===== config.mk =====
export PLATFORM = sky130hd
export DESIGN_NAME = lru_key_value_cache_core
export DESIGN_NICKNAME = d
export VERILOG_FILES = /design/src/design/lrukv_pkg.sv /design/src/design/lrukv_cell.sv /design/src/design/lru_key_value_cache_core.sv
export SDC_FILE = /design/constraint.sdc
export NUM_CORES = 2
export LEC_CHECK = 0
export ABC_AREA = 1
export BUFFER_PORTS_ARGS = -buffer_cell sky130_fd_sc_hd__buf_2
export CORE_MARGIN = 3
export CORE_UTILIZATION = 43
export DETAILED_ROUTE_END_ITERATION = 12
export PLACE_DENSITY = 0.57
export SKIP_LAST_GASP = 1
export SLEW_MARGIN = 20
export SYNTH_ARGS = -nofsm -noshare
export SYNTH_HDL_FRONTEND = slang
export SYNTH_SLANG_ARGS = --single-unit

===== constraint.sdc =====
create_clock -name clk -period 16.76 [get_ports clk]
set_clock_uncertainty 0.1 [all_clocks]
set_input_delay 1.676 -clock clk [delete_from_list [all_inputs] [get_ports clk]]
set_output_delay 1.676 -clock clk [all_outputs]
set_load 0.01 [all_outputs]

===== src/design/lrukv_pkg.sv =====
// package for the lru key-value cache
// holds action codes, register defaults and the per-cell control struct
// no dependencies
`default_nettype none

package lrukv_pkg;

  localparam int CAPACITY_DEF    = 16;
  localparam int KEY_WIDTH_DEF   = 32;
  localparam int VALUE_WIDTH_DEF = 32;

  localparam int ACTION_W   = 3;
  localparam int MAX_SIZE_W = 5;
  localparam logic [MAX_SIZE_W-1:0] MAX_SIZE_RESET = 5'd16;

  localparam logic [ACTION_W-1:0] ACT_INSERT   = 3'd0;
  localparam logic [ACTION_W-1:0] ACT_LOOKUP   = 3'd1;
  localparam logic [ACTION_W-1:0] ACT_CONTAINS = 3'd2;
  localparam logic [ACTION_W-1:0] ACT_REMOVE   = 3'd3;
  localparam logic [ACTION_W-1:0] ACT_CLEAR    = 3'd4;

  typedef struct packed {
    logic take_prev;
    logic take_next;
    logic drop;
  } cell_ctl_t;

endpackage

`default_nettype wire


===== src/design/lrukv_cell.sv =====
// one entry of the recency-ordered chain: valid, key and value
// loads from its more recent or less recent neighbor; uses lrukv_pkg
`default_nettype none

module lrukv_cell #(
  parameter int KEY_WIDTH   = lrukv_pkg::KEY_WIDTH_DEF,
  parameter int VALUE_WIDTH = lrukv_pkg::VALUE_WIDTH_DEF
) (
  input  wire                         clk,
  input  wire                         rst,
  input  wire  lrukv_pkg::cell_ctl_t  ctl,
  input  wire                         prev_valid,
  input  wire       [KEY_WIDTH-1:0]   prev_key,
  input  wire       [VALUE_WIDTH-1:0] prev_value,
  input  wire                         next_valid,
  input  wire       [KEY_WIDTH-1:0]   next_key,
  input  wire       [VALUE_WIDTH-1:0] next_value,
  input  wire       [KEY_WIDTH-1:0]   lookup_key,
  output logic                        valid,
  output logic      [KEY_WIDTH-1:0]   key,
  output logic      [VALUE_WIDTH-1:0] value,
  output logic                        match
);

  logic                   valid_next;
  logic [KEY_WIDTH-1:0]   key_next;
  logic [VALUE_WIDTH-1:0] value_next;

  assign match = valid && (key == lookup_key);

  always_comb begin
    valid_next = valid;
    key_next   = key;
    value_next = value;
    if (ctl.take_prev) begin
      valid_next = prev_valid;
      key_next   = prev_key;
      value_next = prev_value;
    end else if (ctl.take_next) begin
      valid_next = next_valid;
      key_next   = next_key;
      value_next = next_value;
    end
    if (ctl.drop) begin
      valid_next = 1'b0;
    end
  end

  always_ff @(posedge clk) begin
    if (rst) begin
      valid <= 1'b0;
    end else begin
      valid <= valid_next;
    end
  end

  always_ff @(posedge clk) begin
    key   <= key_next;
    value <= value_next;
  end

endmodule

`default_nettype wire


===== src/design/lru_key_value_cache_core.sv =====
// top level of the lru key-value cache: handshake, request register and chain control
// instantiates lrukv_cell; uses lrukv_pkg
`default_nettype none

// Fully associative key-value cache with least-recently-used replacement. Entries
// live in a chain of cells kept in recency order: cell 0 is the most recent and the
// valid entries always fill the front of the chain. At the accepting edge every cell
// compares its key with the request key and the match vector is registered; once the
// output register is free or read, the chain moves in one step (promote or insert
// shifts toward the tail, remove closes the gap, inserts trim everything at or past
// max_size) and the result is written to the output register. A result waiting on
// m_tready holds the update back; s_tready is low until the update. The user must write
// max_size through cfg_wr_en/cfg_wr_data only while idle; the block does not enforce it.

module lru_key_value_cache_core #(
  parameter int CAPACITY    = lrukv_pkg::CAPACITY_DEF,
  parameter int KEY_WIDTH   = lrukv_pkg::KEY_WIDTH_DEF,
  parameter int VALUE_WIDTH = lrukv_pkg::VALUE_WIDTH_DEF,
  parameter int CNT_W       = $clog2(CAPACITY + 1),
  parameter int IN_TDATA_W  =
    ((lrukv_pkg::ACTION_W + KEY_WIDTH + 2 * VALUE_WIDTH + 7) / 8) * 8,
  parameter int OUT_TDATA_W = ((1 + VALUE_WIDTH + CNT_W + 7) / 8) * 8
) (
  input  wire                                 clk,
  input  wire                                 rst,
  input  wire                                 cfg_wr_en,
  input  wire  [lrukv_pkg::MAX_SIZE_W-1:0]    cfg_wr_data,
  input  wire                                 s_tvalid,
  output logic                                s_tready,
  // action, key, write_value, default_value
  input  wire  [IN_TDATA_W-1:0]               s_tdata,
  output logic                                m_tvalid,
  input  wire                                 m_tready,
  // hit, read_value, entry_count
  output logic [OUT_TDATA_W-1:0]              m_tdata
);

  import lrukv_pkg::*;

  localparam int CMP_W     = (CNT_W > MAX_SIZE_W) ? CNT_W : MAX_SIZE_W;
  localparam int KEY_LSB   = ACTION_W;
  localparam int WV_LSB    = KEY_LSB + KEY_WIDTH;
  localparam int DV_LSB    = WV_LSB + VALUE_WIDTH;

  logic [MAX_SIZE_W-1:0]  max_size;
  logic [CNT_W-1:0]       count;
  logic                   pending;
  logic [ACTION_W-1:0]    req_action;
  logic [KEY_WIDTH-1:0]   req_key;
  logic [VALUE_WIDTH-1:0] req_wv;
  logic [VALUE_WIDTH-1:0] req_dv;
  logic [CAPACITY-1:0]    match_q;

  logic                   accept;
  logic                   upd;
  logic [KEY_WIDTH-1:0]   in_key;
  logic [CAPACITY-1:0]    match;
  logic [CAPACITY-1:0]    ge_match;
  logic [CAPACITY-1:0]    le_match;
  logic                   hit;
  logic [VALUE_WIDTH-1:0] hit_value;
  logic [VALUE_WIDTH-1:0] front_value;
  logic [CMP_W-1:0]       limit_cmp;
  logic [CNT_W-1:0]       limit;
  logic [CNT_W-1:0]       cnt_plus;
  logic [CNT_W-1:0]       cnt_ins;
  logic [CNT_W-1:0]       count_next;
  logic                   hit_out;
  logic [VALUE_WIDTH-1:0] read_value;

  cell_ctl_t              ctl        [CAPACITY];
  logic                   cell_valid [CAPACITY];
  logic [KEY_WIDTH-1:0]   cell_key   [CAPACITY];
  logic [VALUE_WIDTH-1:0] cell_value [CAPACITY];
  logic                   prev_valid [CAPACITY];
  logic [KEY_WIDTH-1:0]   prev_key   [CAPACITY];
  logic [VALUE_WIDTH-1:0] prev_value [CAPACITY];
  logic                   next_valid [CAPACITY];
  logic [KEY_WIDTH-1:0]   next_key   [CAPACITY];
  logic [VALUE_WIDTH-1:0] next_value [CAPACITY];

  assign s_tready = !pending;
  assign accept   = s_tvalid && s_tready;
  assign upd      = pending && (!m_tvalid || m_tready);
  assign in_key   = s_tdata[KEY_LSB +: KEY_WIDTH];

  // chain neighbors: the head takes the request entry, the tail sees an empty slot
  always_comb begin
    for (int i = 0; i < CAPACITY; i++) begin
      if (i == 0) begin
        prev_valid[i] = 1'b1;
        prev_key[i]   = req_key;
        prev_value[i] = front_value;
      end else begin
        prev_valid[i] = cell_valid[i-1];
        prev_key[i]   = cell_key[i-1];
        prev_value[i] = cell_value[i-1];
      end
      if (i == CAPACITY - 1) begin
        next_valid[i] = 1'b0;
        next_key[i]   = '0;
        next_value[i] = '0;
      end else begin
        next_valid[i] = cell_valid[i+1];
        next_key[i]   = cell_key[i+1];
        next_value[i] = cell_value[i+1];
      end
    end
  end

  for (genvar g = 0; g < CAPACITY; g++) begin : g_cell
    lrukv_cell #(
      .KEY_WIDTH   (KEY_WIDTH),
      .VALUE_WIDTH (VALUE_WIDTH)
    ) u_cell (
      .clk        (clk),
      .rst        (rst),
      .ctl        (ctl[g]),
      .prev_valid (prev_valid[g]),
      .prev_key   (prev_key[g]),
      .prev_value (prev_value[g]),
      .next_valid (next_valid[g]),
      .next_key   (next_key[g]),
      .next_value (next_value[g]),
      .lookup_key (in_key),
      .valid      (cell_valid[g]),
      .key        (cell_key[g]),
      .value      (cell_value[g]),
      .match      (match[g])
    );
  end

  // match position masks and the matched value
  always_comb begin
    hit       = |match_q;
    hit_value = '0;
    for (int i = 0; i < CAPACITY; i++) begin
      ge_match[i] = |(match_q >> i);
      le_match[i] = |(match_q << (CAPACITY - 1 - i));
      if (match_q[i]) begin
        hit_value = hit_value | cell_value[i];
      end
    end
    front_value = (req_action == ACT_INSERT) ? req_wv : hit_value;
  end

  // effective size limit
  always_comb begin
    if (CMP_W'(max_size) > CMP_W'(CAPACITY)) begin
      limit_cmp = CMP_W'(CAPACITY);
    end else begin
      limit_cmp = CMP_W'(max_size);
    end
    limit = limit_cmp[CNT_W-1:0];
  end

  always_comb begin
    for (int i = 0; i < CAPACITY; i++) begin
      ctl[i] = '0;
      if (upd) begin
        case (req_action)
          ACT_INSERT: begin
            ctl[i].take_prev = hit ? ge_match[i] : 1'b1;
            ctl[i].drop      = CMP_W'(i) >= limit_cmp;
          end
          ACT_LOOKUP: begin
            ctl[i].take_prev = hit && ge_match[i];
          end
          ACT_REMOVE: begin
            ctl[i].take_next = hit && le_match[i];
          end
          ACT_CLEAR: begin
            ctl[i].drop = 1'b1;
          end
          default: begin
            ctl[i] = '0;
          end
        endcase
      end
    end
  end

  // occupancy and result fields
  always_comb begin
    cnt_plus   = (count == CNT_W'(CAPACITY)) ? count : count + CNT_W'(1);
    cnt_ins    = hit ? count : cnt_plus;
    count_next = count;
    hit_out    = 1'b0;
    read_value = '0;
    case (req_action)
      ACT_INSERT: begin
        count_next = (cnt_ins > limit) ? limit : cnt_ins;
        hit_out    = hit;
      end
      ACT_LOOKUP: begin
        hit_out    = hit;
        read_value = hit ? hit_value : req_dv;
      end
      ACT_CONTAINS: begin
        hit_out = hit;
      end
      ACT_REMOVE: begin
        hit_out    = hit;
        count_next = hit ? count - CNT_W'(1) : count;
      end
      ACT_CLEAR: begin
        count_next = '0;
      end
      default: begin
        count_next = count;
      end
    endcase
  end

  always_ff @(posedge clk) begin
    if (rst) begin
      max_size <= MAX_SIZE_RESET;
      count    <= '0;
      pending  <= 1'b0;
      m_tvalid <= 1'b0;
    end else begin
      if (cfg_wr_en) begin
        max_size <= cfg_wr_data;
      end
      if (accept) begin
        pending <= 1'b1;
      end else if (upd) begin
        pending <= 1'b0;
      end
      if (upd) begin
        count    <= count_next;
        m_tvalid <= 1'b1;
      end else if (m_tready) begin
        m_tvalid <= 1'b0;
      end
    end
  end

  always_ff @(posedge clk) begin
    if (accept) begin
      req_action <= s_tdata[ACTION_W-1:0];
      req_key    <= in_key;
      req_wv     <= s_tdata[WV_LSB +: VALUE_WIDTH];
      req_dv     <= s_tdata[DV_LSB +: VALUE_WIDTH];
      match_q    <= match;
    end
    if (upd) begin
      m_tdata <= OUT_TDATA_W'({count_next, read_value, hit_out});
    end
  end

endmodule

`default_nettype wire

## After elaboration in Yosys (flattened, before gate mapping)

Index checks and enable logic that the tools add are counted.

- $lt $le $gt $ge: 18
- Add/subtract/negate cells: 2
- Equality and inequality tests: 21
- Multiplexer cells: 202
- Bitwise logic cells: 15
- Reductions and logical operators: 116

Operators by type and width:

| operator | number |
|---|---|
| two-way mux 32 bit | 81 |
| equality test 32 bit | 16 |
| OR 32 bit | 15 |
| two-way mux 1 bit | 67 |
| one-hot mux 1 bit (2 select lines) | 32 |
| logical AND 1 bit | 48 |
| two-way mux 3 bit | 16 |
| >= comparator 4 x 5 -> 1 bit (first input constant) | 8 |
| nonzero test 2 bit | 18 |
| OR reduction 2 bit | 18 |
| OR reduction 15 bit | 2 |
| OR reduction 14 bit | 2 |
| OR reduction 13 bit | 2 |
| two-way mux 5 bit | 5 |
| OR reduction 12 bit | 2 |
| OR reduction 11 bit | 2 |
| >= comparator 3 x 5 -> 1 bit (first input constant) | 4 |
| OR reduction 10 bit | 2 |
| OR reduction 9 bit | 2 |
| OR reduction 16 bit | 1 |
| OR reduction 8 bit | 2 |
| one-hot mux 5 bit (3 select lines) | 1 |
| OR reduction 7 bit | 2 |
| OR reduction 4 bit | 3 |
| 16 further kinds | 23 |

- Input port bits: 114
- Flip-flop bits (word level): 1205

## Logic depth before layout (Yosys ltp)

- Depth in word-level cells: 33
- Gate-level depth with buffers: 23

## Modules after synthesis

From an unflattened synthesis, not the netlist that was laid out.

- Cell total of the unflattened synthesis: 7993
- Area total of the unflattened synthesis: 64539.4 sq um

By module, submodules not included:

| module | sequential area each (sq um) | times used | cells an instance | area each (sq um) |
|---|---|---|---|---|
| lrukv_cell | 1941.9 | 16 | 421 | 3384.5 |
| lru_key_value_cache_core | 4834.6 | 1 | 1257 | 10387.5 |

## Worst setup path after synthesis

No wires, ideal clock.

- Kind: input to register
- Start point: input m_tready
- End point: register g_cell[8].u_cell.key[0], enable pin
- Data required time: 16082 ps
- Cell stages on the path: 6
- Path slack: 9142 ps
- Setup time: 578 ps
- Data arrival time: 6939 ps
- Cells stage by stage: inv_1 nand2_1 nand2_1 nor2_1 nand2_1 o21ai_0

- Word-level cells in the longest chain between the ends: 4

RTL lines:

| item | RTL line | RTL |
|---|---|---|
| from (decl) | lru_key_value_cache_core.sv:33 | `input wire m_tready,` |
| logical OR 1 bit | lru_key_value_cache_core.sv:84 | `assign upd = pending && (!m_tvalid \|\| m_tready);` |
| logical AND 1 bit | lru_key_value_cache_core.sv:84 |  |
| two-way mux 3 bit | lru_key_value_cache_core.sv:160 | `if (upd) begin` |
| nonzero test 2 bit (no line) | -- |  |
| to (signal assigned) | lrukv_cell.sv:58 | `key <= key_next;` |
| to (decl) | lrukv_cell.sv:20 | `output logic [KEY_WIDTH-1:0] key,` |

Every way passes these cells.
A chain may end at the register's enable or synchronous reset.

## Worst setup path after layout

- Start point: register req_action[1]
- End point: register g_cell[5].u_cell.key[3], enable pin

- Word-level cells in the longest chain between the ends: 4
- Elaborated cells on any way between the ends: 7
- Classes of those cells: eq/ne: 2; mux: 3; reduce/logical: 2

RTL lines:

| item | RTL line | RTL |
|---|---|---|
| from (decl) | lru_key_value_cache_core.sv:48 | `logic [ACTION_W-1:0] req_action;` |
| from (signal assigned) | lru_key_value_cache_core.sv:241 | `req_action <= s_tdata[ACTION_W-1:0];` |
| equality test 3 x 1 -> 1 bit (tied with other cells) | lru_key_value_cache_core.sv:161 | `case (req_action)` |
| one-hot mux 1 bit (2 select lines) / two-way mux 1 bit (equally long branches) | lru_key_value_cache_core.sv:161 |  |
| two-way mux 3 bit * | lru_key_value_cache_core.sv:160 |  |
| nonzero test 2 bit (no line) * | -- |  |
| to (signal assigned) | lrukv_cell.sv:58 |  |
| to (decl) | lrukv_cell.sv:20 |  |

Every way passes the cells marked *; elsewhere a longest branch is shown, timed or not.

==> results_dict.tcl <==
set metrics [dict create \
    crit_top_cell "buf_4" \
    fillers 13100 \
    finalSetupTns_ps 0 \
    critical_path.endpoint_type "flip-flop" \
    relSlewSlack 0.0692 \
    final_cell_area_mm2 0.0666 \
    vias_per_cell 6.10 \
    synth.most_common_cell "nand2_1" \
    critPathKind "flip-flop to flip-flop" \
    antenna_left 0 \
    p_leak_nw 26.1 \
    finalMaxSlewViolations 0 \
    grt_pass1_wl_mm 339 \
    final-setup-viol-count 0 \
    syn-cell-area_mm2 0.0599 \
    critPathLaunch "req_action[1]" \
    r2r_start "req_action[1]" \
    grt_pass1_vias 47100 \
    cp_top_family "buffers and inverters" \
    power.density_mw_per_mm2 109 \
    worst_ep_required_time_ps 17060 \
    grt_max_degree 94 \
    fin_ws_ps 11060 \
    htreeDepth 4 \
    synthTopCellsByCount "nand2_1, edfxtp_1, o21ai_0" \
    hold_viol_final 0 \
    post-route-min-period_ps 5700 \
    place_area_mm2 0.0621 \
    die_w_um 379 \
    post_cts_buffers 0 \
    arrival_ps 5990 \
    drt-initial-drc-count 8159 \
    comb_power_share 0.092 \
    yosysSeqAreaShare 0.599 \
    yosysWarningCount 0 \
    start_kind "flip-flop" \
    clkPwrFrac 0.420 \
    timing.hold.ws_ps 396 \
    yosysUniqueCellTypes 49 \
    pwr-share-seq 0.488 \
    synth-edff-count 1177 \
    grt_setup_unrepaired "false" \
    die_y_um 379 \
    cpPeakStageDelay_ps 850 \
    area_delta_synth_final_pct 11.1 \
    ys_ff_latch 1205 \
    worstSkewPairLatency_ps 790 \
    synth_ff_type "edfxtp_1" \
    worst_slew_pin_slew_ps 1380 \
    cts_max_path_buffers 3 \
    fin_nets 6569 \
    synthDominantCellAreaShare 0.590 \
    wl_mm 243 \
    final_util 0.483 \
    yosys.area.top_type "edfxtp_1" \
    async_flop_share 0 \
    wire_per_inst_um 29.1 \
    place_congestion 0.987 \
    pre_cts_slack_ps 10450 \
    hpwlAfterDp_mm 156 \
    io_buffers 148 \
    finalNonFillerCells 8352 \
    vias 51000 \
    p_sw_frac 0.259 \
    max_freq_mhz 176 \
    rows 136 \
    cts-root-buf "clkbuf_16" \
    cts-buffers-inserted 136 \
    syn_inst 6435 \
    postSynthAreaPerCell_um2 9.31 \
    track_usage 0.330 \
    io_pins 156 \
    overflow 0 \
    p_sw_mw 1.87 \
    fin_crit_sh 0.340 \
    first_pass_iters 6 \
    worstHoldPathType "flip-flop to flip-flop" \
    path_cells "nor2_1, inv_2, nor2_4, buf_4, inv_2, buf_4, nand3_4, nand2_2, inv_4, buf_4, nand2_4, nand2_4, buf_4" \
    drive_above_1_share 0.0775 \
    finalPower_mw 7.23 \
    tritoncts "done" \
    fp.dieArea_mm2 0.144 \
    worst_ir_drop_vdd_mv 0.109 \
    dp_cells 8103 \
    cp_slowest_cell "buf_4" \
    core_mm2 0.138 \
    antenna_found_initial 13 \
    crit_path_max_fanout 71 \
    hp-start "m_tvalid" \
    status "finished, final reports clean" \
    path_clk_slew_ps 60 \
    maxCapViolCount 0 \
    p_int_mw 5.35 \
    initial_core_util 0.435 \
    cp.buffers_inverters 7 \
    clock_sinks 1205 \
    cts_hold_buf 0 \
    synth.area.top_cells "edfxtp_1, nand2_1, o21ai_0" \
    drc_errors 0 \
    ctsResizeCount 0 \
]
==> worst paths after layout <==
| kind | to | slack [ps] | cells past startpoint |
|---|---|---|---|
| worst max-delay path | g_cell[5].u_cell.key[3] | 11060 | 13 |
| worst max register to register | g_cell[5].u_cell.key[3] | 11060 | 13 |
| worst min-delay path | m_tvalid | 400 | 2 |
| worst min register to register | m_tvalid | 400 | 2 |
==> worst reg2reg max path, delay by kind of cell (launching register included) <==
kind                   cells  cell delay, ps
buffers and inverters      7            2650
and+or+nand+nor            6            1910
DFF                        1             510
==> flip-flops by register name, summed over array words and instances, names as in the netlist, 16 cells and up <==
signal	count
g_cell.u_cell.key	512
g_cell.u_cell.value	512
m_tdata	38
req_dv	32
req_key	32
g_cell.u_cell.valid	16
match_q	16
req_wv	32
==> final cells by class <==
class                           count  area [um^2]  area share
Multi-Input combinational cell   4109        19700       0.296
Clock inverter                     70          661     0.00992
Sequential cell                  1205        35900       0.539
Tap cell                         1794         2240      0.0337
Clock buffer                      173         3740      0.0562
Timing Repair Buffer              241         1460      0.0219
Inverter                          755         2840      0.0427
Antenna cell                        5         12.5    0.000188
==> cells in the final DEF (no fill, tap or decap), types with 92 or more instances in the layout <==
cell | Yosys | layout
buf_4 | 12 | 92
clkbuf_16 | 0 | 142
a21oi_1 | 223 | 223
buf_2 | 113 | 148
o21ai_0 | 788 | 786
nor2_1 | 511 | 510
a221oi_1 | 95 | 95
nand2_1 | 1669 | 1653
o22ai_1 | 341 | 341
edfxtp_1 | 1177 | 1177
nand3_1 | 121 | 119
inv_1 | 732 | 727
==> power groups by stage <==
stage                     logic, mW  clock network, mW  registers, mW
after floorplan               0.368                  0           3.57
final                         0.668               3.03           3.53
after global routing          0.703               3.15           3.53
after global placement        0.630                  0           3.58
after CTS                     0.641               3.04           3.52
after detailed placement      0.639                  0           3.58
==> metal layers <==
metal  part of all wire  GRT usage  wire length [um]
met1               0.39      0.465             95600
met2               0.42      0.474            101000
met3               0.14     0.0924             33900
met4              0.051      0.147             12400
met5            0.00020          0                48
==> cells by family after synthesis <==
kind of cell,synth area share
and+or+nand+nor,0.158
AOI/OAI and AO/OA,0.145
DFF,0.599
buffers and inverters,0.0752
xor gates and xnor gates,0.0193
adders and majority gates,0.00146
muxes,0.00132
other,0.0000626
(Power assumes the default switching activity.)
